===== src/rtl/sbm_pkg.sv =====
// Shared widths, register indexes and reset values for the row sorter.
package sbm_pkg;

  // Element word width (signed Q8.8)
  localparam int DATA_W = 16;

  // Configuration port
  localparam int CFG_W     = 4;
  localparam int CFG_IDX_W = 1;

  localparam logic [CFG_IDX_W-1:0] CFG_NUM_ROWS = 1'b0;
  localparam logic [CFG_IDX_W-1:0] CFG_NUM_COLS = 1'b1;

  localparam logic [CFG_W-1:0] NUM_ROWS_RST = 4'd3;
  localparam logic [CFG_W-1:0] NUM_COLS_RST = 4'd2;

  typedef logic signed [DATA_W-1:0] elem_t;

endpackage


===== src/rtl/sbm_ram.sv =====
// Generic single-write, single-read RAM with registered read data.
module sbm_ram #(
  parameter int WIDTH = 16,
  parameter int DEPTH = 64,
  parameter int AW    = 6
) (
  input  logic             clk_i,
  input  logic             we_i,
  input  logic [AW-1:0]    waddr_i,
  input  logic [WIDTH-1:0] wdata_i,
  input  logic             re_i,
  input  logic [AW-1:0]    raddr_i,
  output logic [WIDTH-1:0] rdata_o
);

  logic [WIDTH-1:0] mem_q [DEPTH];

  always_ff @(posedge clk_i) begin
    if (we_i) begin
      mem_q[waddr_i] <= wdata_i;
    end
  end

  always_ff @(posedge clk_i) begin
    if (re_i) begin
      rdata_o <= mem_q[raddr_i];
    end
  end

endmodule


===== src/rtl/sort_rows_by_max_top.sv =====
// Top level of the row sorter: load a matrix, order rows by maximum, stream it out.
//
// The block takes a num_rows by num_cols matrix of signed Q8.8 words in row-major
// order, one word per cycle, and stores it in a 64-entry element RAM while it
// tracks each row's maximum. After the last word it ranks the rows, one row per
// cycle, largest maximum first and on equal maxima the higher original row first.
// It then streams the reordered matrix in row-major order through the registered
// RAM read and the single output register, with tlast on the final word; no new
// read is issued while one is pending. No input is taken from the last loaded
// word until the final output word is taken. A register write drops any partial
// matrix. Register values of 0 act as 1 and values above the maximum act as the
// maximum.
module sort_rows_by_max_top #(
  parameter int MAX_ROWS = 8,
  parameter int MAX_COLS = 8
) (
  input  logic                          clk_i,
  input  logic                          rst_ni,
  // s_axis_tdata_i fields, low bit up: elem_value[15:0]
  input  logic                          s_axis_tvalid_i,
  output logic                          s_axis_tready_o,
  input  logic [sbm_pkg::DATA_W-1:0]    s_axis_tdata_i,
  // m_axis_tdata_o fields, low bit up: out_value[15:0]
  output logic                          m_axis_tvalid_o,
  input  logic                          m_axis_tready_i,
  output logic [sbm_pkg::DATA_W-1:0]    m_axis_tdata_o,
  output logic                          m_axis_tlast_o,
  input  logic                          cfg_we_i,
  input  logic [sbm_pkg::CFG_IDX_W-1:0] cfg_idx_i,
  input  logic [sbm_pkg::CFG_W-1:0]     cfg_wdata_i
);
  import sbm_pkg::*;

  localparam int Depth = MAX_ROWS * MAX_COLS;
  localparam int AW    = (Depth > 1) ? $clog2(Depth) : 1;
  localparam int RW    = (MAX_ROWS > 1) ? $clog2(MAX_ROWS) : 1;
  localparam int CW    = (MAX_COLS > 1) ? $clog2(MAX_COLS) : 1;

  localparam logic [1:0] ST_LOAD = 2'd0;
  localparam logic [1:0] ST_SORT = 2'd1;
  localparam logic [1:0] ST_EMIT = 2'd2;

  logic [1:0]       state_q, state_d;
  logic [CFG_W-1:0] num_rows_q, num_cols_q;
  logic [CFG_W-1:0] rows_eff, cols_eff;

  logic [RW-1:0] ld_row_q;
  logic [CW-1:0] ld_col_q;
  elem_t         cur_peak_q;
  elem_t         peak_q [MAX_ROWS];
  logic [RW-1:0] order_q [MAX_ROWS];
  logic [RW-1:0] sort_idx_q;
  logic [RW-1:0] rank;

  logic [RW-1:0] em_row_q;
  logic [CW-1:0] em_col_q;
  logic          issued_all_q, rd_pend_q, rd_last_q;
  logic          out_valid_q, out_last_q;
  logic [DATA_W-1:0] out_data_q;

  logic          in_acc, out_acc, rd_issue;
  logic          ld_col_end, ld_row_end, em_col_end, em_row_end;
  elem_t         in_val, new_peak, pk_i;
  logic [AW-1:0] ram_waddr, ram_raddr;
  logic [DATA_W-1:0] ram_rdata;

  // Clamp the dimensions into the supported range
  always_comb begin
    rows_eff = num_rows_q;
    if (num_rows_q == '0) rows_eff = CFG_W'(1);
    else if (num_rows_q > CFG_W'(MAX_ROWS)) rows_eff = CFG_W'(MAX_ROWS);
    cols_eff = num_cols_q;
    if (num_cols_q == '0) cols_eff = CFG_W'(1);
    else if (num_cols_q > CFG_W'(MAX_COLS)) cols_eff = CFG_W'(MAX_COLS);
  end

  assign s_axis_tready_o = (state_q == ST_LOAD);
  assign in_acc  = s_axis_tvalid_i && s_axis_tready_o;
  assign out_acc = out_valid_q && m_axis_tready_i;
  assign in_val  = s_axis_tdata_i;

  assign ld_col_end = (CFG_W'(ld_col_q) == cols_eff - CFG_W'(1));
  assign ld_row_end = (CFG_W'(ld_row_q) == rows_eff - CFG_W'(1));
  assign em_col_end = (CFG_W'(em_col_q) == cols_eff - CFG_W'(1));
  assign em_row_end = (CFG_W'(em_row_q) == rows_eff - CFG_W'(1));

  // Running maximum of the row being loaded
  assign new_peak = (ld_col_q == '0 || in_val > cur_peak_q) ? in_val : cur_peak_q;

  // Rank of the row under test: count rows that go ahead of it
  assign pk_i = peak_q[sort_idx_q];
  always_comb begin
    rank = '0;
    for (int j = 0; j < MAX_ROWS; j++) begin
      if (CFG_W'(j) < rows_eff && RW'(j) != sort_idx_q) begin
        if (peak_q[j] > pk_i || (peak_q[j] == pk_i && RW'(j) > sort_idx_q)) begin
          rank = rank + RW'(1);
        end
      end
    end
  end

  // Issue a RAM read when the output register will be free to take it
  assign rd_issue = (state_q == ST_EMIT) && !issued_all_q && !rd_pend_q &&
                    (!out_valid_q || m_axis_tready_i);

  assign ram_waddr = AW'(ld_row_q) * AW'(MAX_COLS) + AW'(ld_col_q);
  assign ram_raddr = AW'(order_q[em_row_q]) * AW'(MAX_COLS) + AW'(em_col_q);

  sbm_ram #(
    .WIDTH (DATA_W),
    .DEPTH (Depth),
    .AW    (AW)
  ) u_elem_ram (
    .clk_i   (clk_i),
    .we_i    (in_acc),
    .waddr_i (ram_waddr),
    .wdata_i (s_axis_tdata_i),
    .re_i    (rd_issue),
    .raddr_i (ram_raddr),
    .rdata_o (ram_rdata)
  );

  // Next state
  always_comb begin
    state_d = state_q;
    case (state_q)
      ST_LOAD: if (in_acc && ld_col_end && ld_row_end) state_d = ST_SORT;
      ST_SORT: if (CFG_W'(sort_idx_q) == rows_eff - CFG_W'(1)) state_d = ST_EMIT;
      ST_EMIT: if (out_acc && out_last_q) state_d = ST_LOAD;
      default: state_d = ST_LOAD;
    endcase
  end

  // Control registers
  always_ff @(posedge clk_i or negedge rst_ni) begin
    if (!rst_ni) begin
      state_q      <= ST_LOAD;
      num_rows_q   <= NUM_ROWS_RST;
      num_cols_q   <= NUM_COLS_RST;
      ld_row_q     <= '0;
      ld_col_q     <= '0;
      sort_idx_q   <= '0;
      em_row_q     <= '0;
      em_col_q     <= '0;
      issued_all_q <= 1'b0;
      rd_pend_q    <= 1'b0;
      out_valid_q  <= 1'b0;
    end else begin
      state_q   <= state_d;
      rd_pend_q <= rd_issue;

      // load position; a register write drops the partial matrix
      if (cfg_we_i) begin
        if (cfg_idx_i == CFG_NUM_ROWS) num_rows_q <= cfg_wdata_i;
        if (cfg_idx_i == CFG_NUM_COLS) num_cols_q <= cfg_wdata_i;
        ld_row_q <= '0;
        ld_col_q <= '0;
      end else if (in_acc) begin
        if (ld_col_end) begin
          ld_col_q <= '0;
          ld_row_q <= ld_row_end ? '0 : ld_row_q + RW'(1);
        end else begin
          ld_col_q <= ld_col_q + CW'(1);
        end
      end

      // ranking walk
      if (state_q == ST_SORT) begin
        sort_idx_q <= (state_d == ST_EMIT) ? '0 : sort_idx_q + RW'(1);
      end

      // emit read position
      if (rd_issue) begin
        if (em_col_end) begin
          em_col_q <= '0;
          if (em_row_end) begin
            em_row_q     <= '0;
            issued_all_q <= 1'b1;
          end else begin
            em_row_q <= em_row_q + RW'(1);
          end
        end else begin
          em_col_q <= em_col_q + CW'(1);
        end
      end else if (out_acc && out_last_q) begin
        issued_all_q <= 1'b0;
      end

      // output register
      if (rd_pend_q) begin
        out_valid_q <= 1'b1;
      end else if (m_axis_tready_i) begin
        out_valid_q <= 1'b0;
      end
    end
  end

  // Payload registers
  always_ff @(posedge clk_i) begin
    if (in_acc) begin
      cur_peak_q <= new_peak;
      if (ld_col_end) peak_q[ld_row_q] <= new_peak;
    end
    if (state_q == ST_SORT) begin
      order_q[rank] <= sort_idx_q;
    end
    if (rd_issue) begin
      rd_last_q <= em_col_end && em_row_end;
    end
    if (rd_pend_q) begin
      out_data_q <= ram_rdata;
      out_last_q <= rd_last_q;
    end
  end

  assign m_axis_tvalid_o = out_valid_q;
  assign m_axis_tdata_o  = out_data_q;
  assign m_axis_tlast_o  = out_last_q;

endmodule


===== config.mk =====
export PLATFORM = sky130hd
export DESIGN_NAME = sort_rows_by_max_top
export DESIGN_NICKNAME = d
export VERILOG_FILES = /design/src/rtl/sbm_pkg.sv /design/src/rtl/sbm_ram.sv /design/src/rtl/sort_rows_by_max_top.sv
export SDC_FILE = /design/constraint.sdc
export NUM_CORES = 2
export LEC_CHECK = 0
export BUFFER_PORTS_ARGS = -buffer_cell sky130_fd_sc_hd__buf_2
export CELL_PAD_IN_SITES_DETAIL_PLACEMENT = 0
export CELL_PAD_IN_SITES_GLOBAL_PLACEMENT = 1
export CORE_MARGIN = 5
export CORE_UTILIZATION = 57
export CTS_BUF_LIST = sky130_fd_sc_hd__clkbuf_4 sky130_fd_sc_hd__clkbuf_8 sky130_fd_sc_hd__clkbuf_16
export CTS_CLUSTER_SIZE = 10
export DETAILED_ROUTE_END_ITERATION = 6
export MAX_ROUTING_LAYER = met4
export PLACE_DENSITY_LB_ADDON = 0.05
export SLEW_MARGIN = 5
export SYNTH_ARGS = -nofsm -noshare
export SYNTH_HDL_FRONTEND = slang
export SYNTH_SLANG_ARGS = --single-unit

===== constraint.sdc =====
create_clock -name clk_i -period 21.2 [get_ports clk_i]
set_clock_uncertainty 0.2 [all_clocks]
set_input_delay 1.06 -clock clk_i [delete_from_list [all_inputs] [get_ports clk_i]]
set_output_delay 1.06 -clock clk_i [all_outputs]
set_load 0.05 [all_outputs]

Word level (Yosys, flattened, before mapping)
Memories as Yosys holds them, arrays and structs flattened. A register that Yosys moved wholly into a read port is not among the register bits.
Cells that the tools add are included.

storage, ports and cells
  memories = 3
  register bits after elaboration = 62
  logic and storage cells = 187
  output and inout port bits = 19
  input port bits = 26
  bits in writable memories = 1176

memories
  name              words  width  rd ports  clocked after Yosys merged registers in  wr ports  RTL line                    source
  u_elem_ram.mem_q  64     16     1         1                                        1         sbm_ram.sv:16               logic [WIDTH-1:0] mem_q [DEPTH];
  peak_q            8      16     9         0                                        1         sort_rows_by_max_top.sv:50  elem_t peak_q [MAX_ROWS];
  order_q           8      3      1         0                                        1         sort_rows_by_max_top.sv:51  logic [RW-1:0] order_q [MAX_ROWS];

cells by class
  bitwise gates (word level) = 1
  equal/unequal tests = 25
  mux-type cells = 48
  reduce and logical (&&, ||, !) cells = 52
  $lt $le $gt $ge = 27
  add/sub/neg operators = 16

operators with widths
  kind                   count
  $gt A16 B16 Y1         9
  $eq A16 B16 Y1         8
  $mux W3                24
  $add A3 B1 Y3 const B  12
  $logic_and A1 B1 Y1    25
  $eq A3 B4 Y1           5
  $lt A3 B4 Y1 const A   4
  $mux W16               1
  $mux W4                4
  $mux W1                15
  $add A6 B3 Y6          2
  $gt A3 B3 Y1 const A   4
  $ne A3 B3 Y1 const A   4
  $logic_or A1 B1 Y1     10
  $gt A4 B4 Y1 const B   2
  $logic_not A4 Y1       2
  $lt A1 B4 Y1 const A   2
  $lt A2 B4 Y1 const A   2
  $reduce_and A2 Y1      4
  $reduce_bool A2 Y1     4
  $sub A4 B1 Y4 const B  2
  $gt A1 B3 Y1 const A   2
  $gt A2 B3 Y1 const A   2
  $mux W2                3
  12 further kinds       17

Logic depth before layout (Yosys ltp)
  word-level depth = 27
  mapped depth = 43
  mapped depth without buffers = 41

Modules after synthesis
Synthesis repeated with hierarchy kept, for this count alone.

unflattened totals
  cell total of the unflattened synthesis = 2859
  area total of the unflattened synthesis = 52783.1 µm²

by module, submodules not included
  module                area an instance (µm²)  cells an instance  instances
  sbm_ram               40202.3                 1829               1
  sort_rows_by_max_top  12580.8                 1030               1

Least setup slack after synthesis
OpenSTA, ideal clock, no wires.

  path kind = register to register
  start = reg sort_idx_q[2]
  end = mem order_q[2][0] (netlist name), enable pin
  path buffers = 2
  data arrival time = 8.096 ns
  slack = 12.585 ns
  clock period less this slack = 8.615 ns
  stages on the path, launching flop included = 44
  cell sequence = dfrtp_1 > clkbuf_1 > clkbuf_1 > mux2i_1 > nor2_1 > a21oi_1 > o22ai_1 > a21oi_1 > ha_1 > nor2b_1 > o21a_1 > o21a_1 > o21a_1 > o21a_1 > o21a_1 > o21a_1 > o21ai_0 > nand2_1 > [8 not listed] > ha_1 > nor2b_1 > a21oi_1 > ha_1 > mux2_2 > ha_1 > mux2i_1 > inv_1 > ha_1 > nand2_1 > o21ai_0 > ha_1 > nand2b_1 > xnor3_1 > xor2_1 > mux2i_1 > nand2_1 > nor2_1

on the way
  word-level cells in the longest chain between the ends = 27
  elaborated cells on any way between the ends = 80
  classes of those cells = add/sub (7); order compare (16); eq/ne (15); mux (16); reduce/logical (25); memory (1)

RTL lines
  element                                                                  RTL line                     source
  start, declared                                                          sort_rows_by_max_top.sv:52   logic [RW-1:0] sort_idx_q;
  start signal, assigned                                                   sort_rows_by_max_top.sv:170  sort_idx_q <= (state_d == ST_EMIT) ? '0 : sort_idx_q + RW'(1);
  parallel branches: the longest is 26 deep, another holds $mem_v2 Z8 W16  -
  $mux W3 (*)                                                              sort_rows_by_max_top.sv:95   if (CFG_W'(j) < rows_eff && RW'(j) != sort_idx_q) begin
  end, declared                                                            sort_rows_by_max_top.sv:51

Every way passes the cells marked *.

Worst setup path in the final report
  start = reg sort_idx_q[0]
  end = mem order_q[1][1] (netlist name), enable pin

The elaborated chain is that of the path after synthesis.

==> impl_metrics.tcl <==
set metrics [dict create \
    postSynthAreaPerCell_um2 19.8 \
    cpPeakStageDelay_ns 0.80 \
    required_ns 21.42 \
    cts.sinks 1254 \
    finalInstanceArea_um2 58500 \
    cts_max_path_buffers 3 \
    numCtsBuffers 145 \
    pwr-share-clk_pct 29.1 \
    ant_nets 0 \
    critPathBufInv 3 \
    dp_hpwl_um 79800 \
    vias 26200 \
    grt_max_degree 88 \
    synth_edf_count 1226 \
    die-area_um2 97700 \
    drive_gt1_share_pct 26.6 \
    worst_pin_slew_ns 1.30 \
    finalPower_uw 7570 \
    cts_resized 0 \
    clk_pin_slew_ns 0.06 \
    numPortBuffers 44 \
    nNetsFinal 3007 \
    path_depth 40 \
    ys_ff_latch 1254 \
    internal-power_uw 5210 \
    syn_area_um2 52200 \
    root_buffer "clkbuf_16" \
    core_area_um2 91200 \
    p_per_area_nw_per_um2 129 \
    yosysMostFrequentCell "edfxtp_1" \
    drv_cap 0 \
    initial_core_util_pct 57.2 \
    cts_tree "built" \
    grt_pass1_wl_um 188000 \
    ys_seq_area_share_pct 71.9 \
    crit_family "compound AO/OA/AOI/OAI gates" \
    maxSlewViolCount 0 \
    fmax_ghz 0.104 \
    final_util_pct 64.1 \
    async_flop_share_pct 2.23 \
    critPathCapture "order_q[1][1]" \
    irDropWorstVdd_uv 110 \
    yosysTopAreaCell "edfxtp_1" \
    outcome "complete, no violations" \
    rows 111 \
    max-slew-margin-rel_pct 13.2 \
    netlist_top_cells_area "edfxtp_1, mux4_2, ha_1" \
    postCtsSetupBuffers 0 \
    grt_pass1_vias 27100 \
    holdBufCountCts 0 \
    area_delta_synth_final_pct 12.0 \
    gp_congestion 0.915 \
    pwr-share-seq_pct 38.7 \
    cts_max_level 4 \
    leakage_uw 0.0192 \
    synthFlopType "edfxtp_1" \
    rr_worst_depth 40 \
    dp_cells 3855 \
    wl_per_cell_um 31.8 \
    synth_cells 2630 \
    via_per_inst 6.50 \
    reg2reg_to "order_q[1][1]" \
    postRouteWirelength_um 128000 \
    power_switching_uw 2360 \
    fin_crit_ns 9.60 \
    final_cells 4040 \
    synth-warning-count 0 \
    arrival_ns 9.82 \
    hold_viol_final 0 \
    drtIter0Drc 3098 \
    crit_type "flip-flop to flip-flop" \
    die_w_um 313 \
    grt_util_all_layers_pct 27.4 \
    antenna_found_initial 5 \
    synth_cell_types 79 \
    crit_path_max_fanout 21 \
    startpoint "sort_idx_q[0]" \
    worst_setup_path_start_kind "flip-flop" \
    synth.top_cell.area_share_pct 70.5 \
    drt-pass1-iter-count 6 \
    fin_crit_sh_pct 45.3 \
    r2r-start "sort_idx_q[0]" \
    clk_latency_ns 0.74 \
    setup_viol 0 \
    drc 0 \
    synthTopCellsByCount "edfxtp_1, mux4_2, ha_1, nor2_1, a21oi_1" \
    min_path_type "input port to asynchronous set/reset pin" \
    overflow 0 \
    p_sw_share_pct 31.2 \
    regToRegSetupSlack_ns 11.60 \
    cpMostUsedCell "ha_1" \
    fin_setup_tns_ns 0 \
    power_frac_comb_pct 32.1 \
    place_area_um2 54400 \
    antenna_cells 0 \
    rsz0062_at_grt "false" \
    cpMaxStageDelayCell "o221ai_1" \
    syn-num-nets 2821 \
    fillers 6122 \
    dieHeight_um 313 \
    end_kind "flip-flop" \
    ios 45 \
]
-- cells by family (layout without fill, tap and decap cells) --
kind of cell	Yosys count	after routing	synth area share, %
compound gates	263	263	3.32
xor+xnor	28	28	0.626
fa+ha+maj	165	165	3.96
buf+inv	166	390	1.21
flops	1254	1254	71.9
mux	416	416	15.9
simple gates	338	338	3.08
-- state kept, by name (all words and copies together) (netlist names), 2 cells and up --
| register | count |
|---|---|
| sort_idx_q | 3 |
| u_elem_ram.rdata_o | 16 |
| num_cols_q | 4 |
| ld_col_q | 3 |
| u_elem_ram.mem_q | 1024 |
| order_q | 24 |
| num_rows_q | 4 |
| state_q | 2 |
| ld_row_q | 3 |
| cur_peak_q | 16 |
| m_axis_tdata_o | 16 |
| peak_q | 128 |
| em_row_q | 3 |
| em_col_q | 3 |
-- worst register-to-register path: cells and delay by family, from the launching register on --
kind,cells,cell delay (ns)
AO/OA/AOI/OAI,16,3.01
XOR/XNOR,2,0.64
adder cells (fa/ha/maj),8,2.14
buffers and inverters,3,0.48
flip-flops,1,0.63
multiplexers,3,0.81
AND/OR/NAND/NOR,8,1.37
-- cell type report --
cell class	instances	area (um^2)	area share, %
Clock buffer	169	3920	6.70
Clock inverter	16	166	0.285
Inverter	52	195	0.334
Multi-Input combinational cell	1210	14100	24.1
Sequential cell	1254	37500	64.2
Tap cell	1186	1480	2.54
Timing Repair Buffer	153	1050	1.80
-- power groups by stage --
stage | clock, uW | combinational (uW) | sequential, uW
after global placement | 0 | 2420 | 2980
final | 2200 | 2430 | 2930
after CTS | 2250 | 2460 | 2940
after floorplan | 0 | 1760 | 2930
after detailed placement | 0 | 2440 | 2980
after global routing | 2360 | 2640 | 2940
-- metrics by stage --
stage | hold slack [ns] | setup slack, ns
floorplan | 0.200 | 12.59
global placement | 0.205 | 11.78
detailed placement | 0.205 | 11.64
CTS | 0.119 | 11.59
global route | 0.193 | 10.85
finish | 0.151 | 11.60
-- cells in the final DEF (no fill, tap or decap), types with 44 or more instances in the layout --
master     synthesis  layout
nor2_1           137     122
buf_4              0     108
ha_1             165     165
mux4_2           326     326
inv_1             48      48
a21oi_1           89      89
nand2_1           65      65
clkbuf_16          0     151
mux2_2            47      47
buf_2              8      44
edfxtp_1        1226    1226
-- layer usage --
| layer | global-route usage (%) | part of all wire [%] | vias to the layer above |
|---|---|---|---|
| li1 | - | - | 11200 |
| met1 | 37.8 | 41 | 13800 |
| met2 | 42.5 | 48 | 1106 |
| met3 | 5.49 | 7.6 | 183 |
| met4 | 8.16 | 2.7 | 0 |
| met5 | - | 0 | - |
-- worst min-delay path by stage --
stage                                     to
final                          num_cols_q[0]
after floorplan            m_axis_tdata_o[0]
after detailed placement  m_axis_tdata_o[12]
after global routing           num_cols_q[3]
after CTS                      num_cols_q[3]
after global placement     m_axis_tdata_o[3]
No activity file was read; power rests on OpenSTA's default activity.
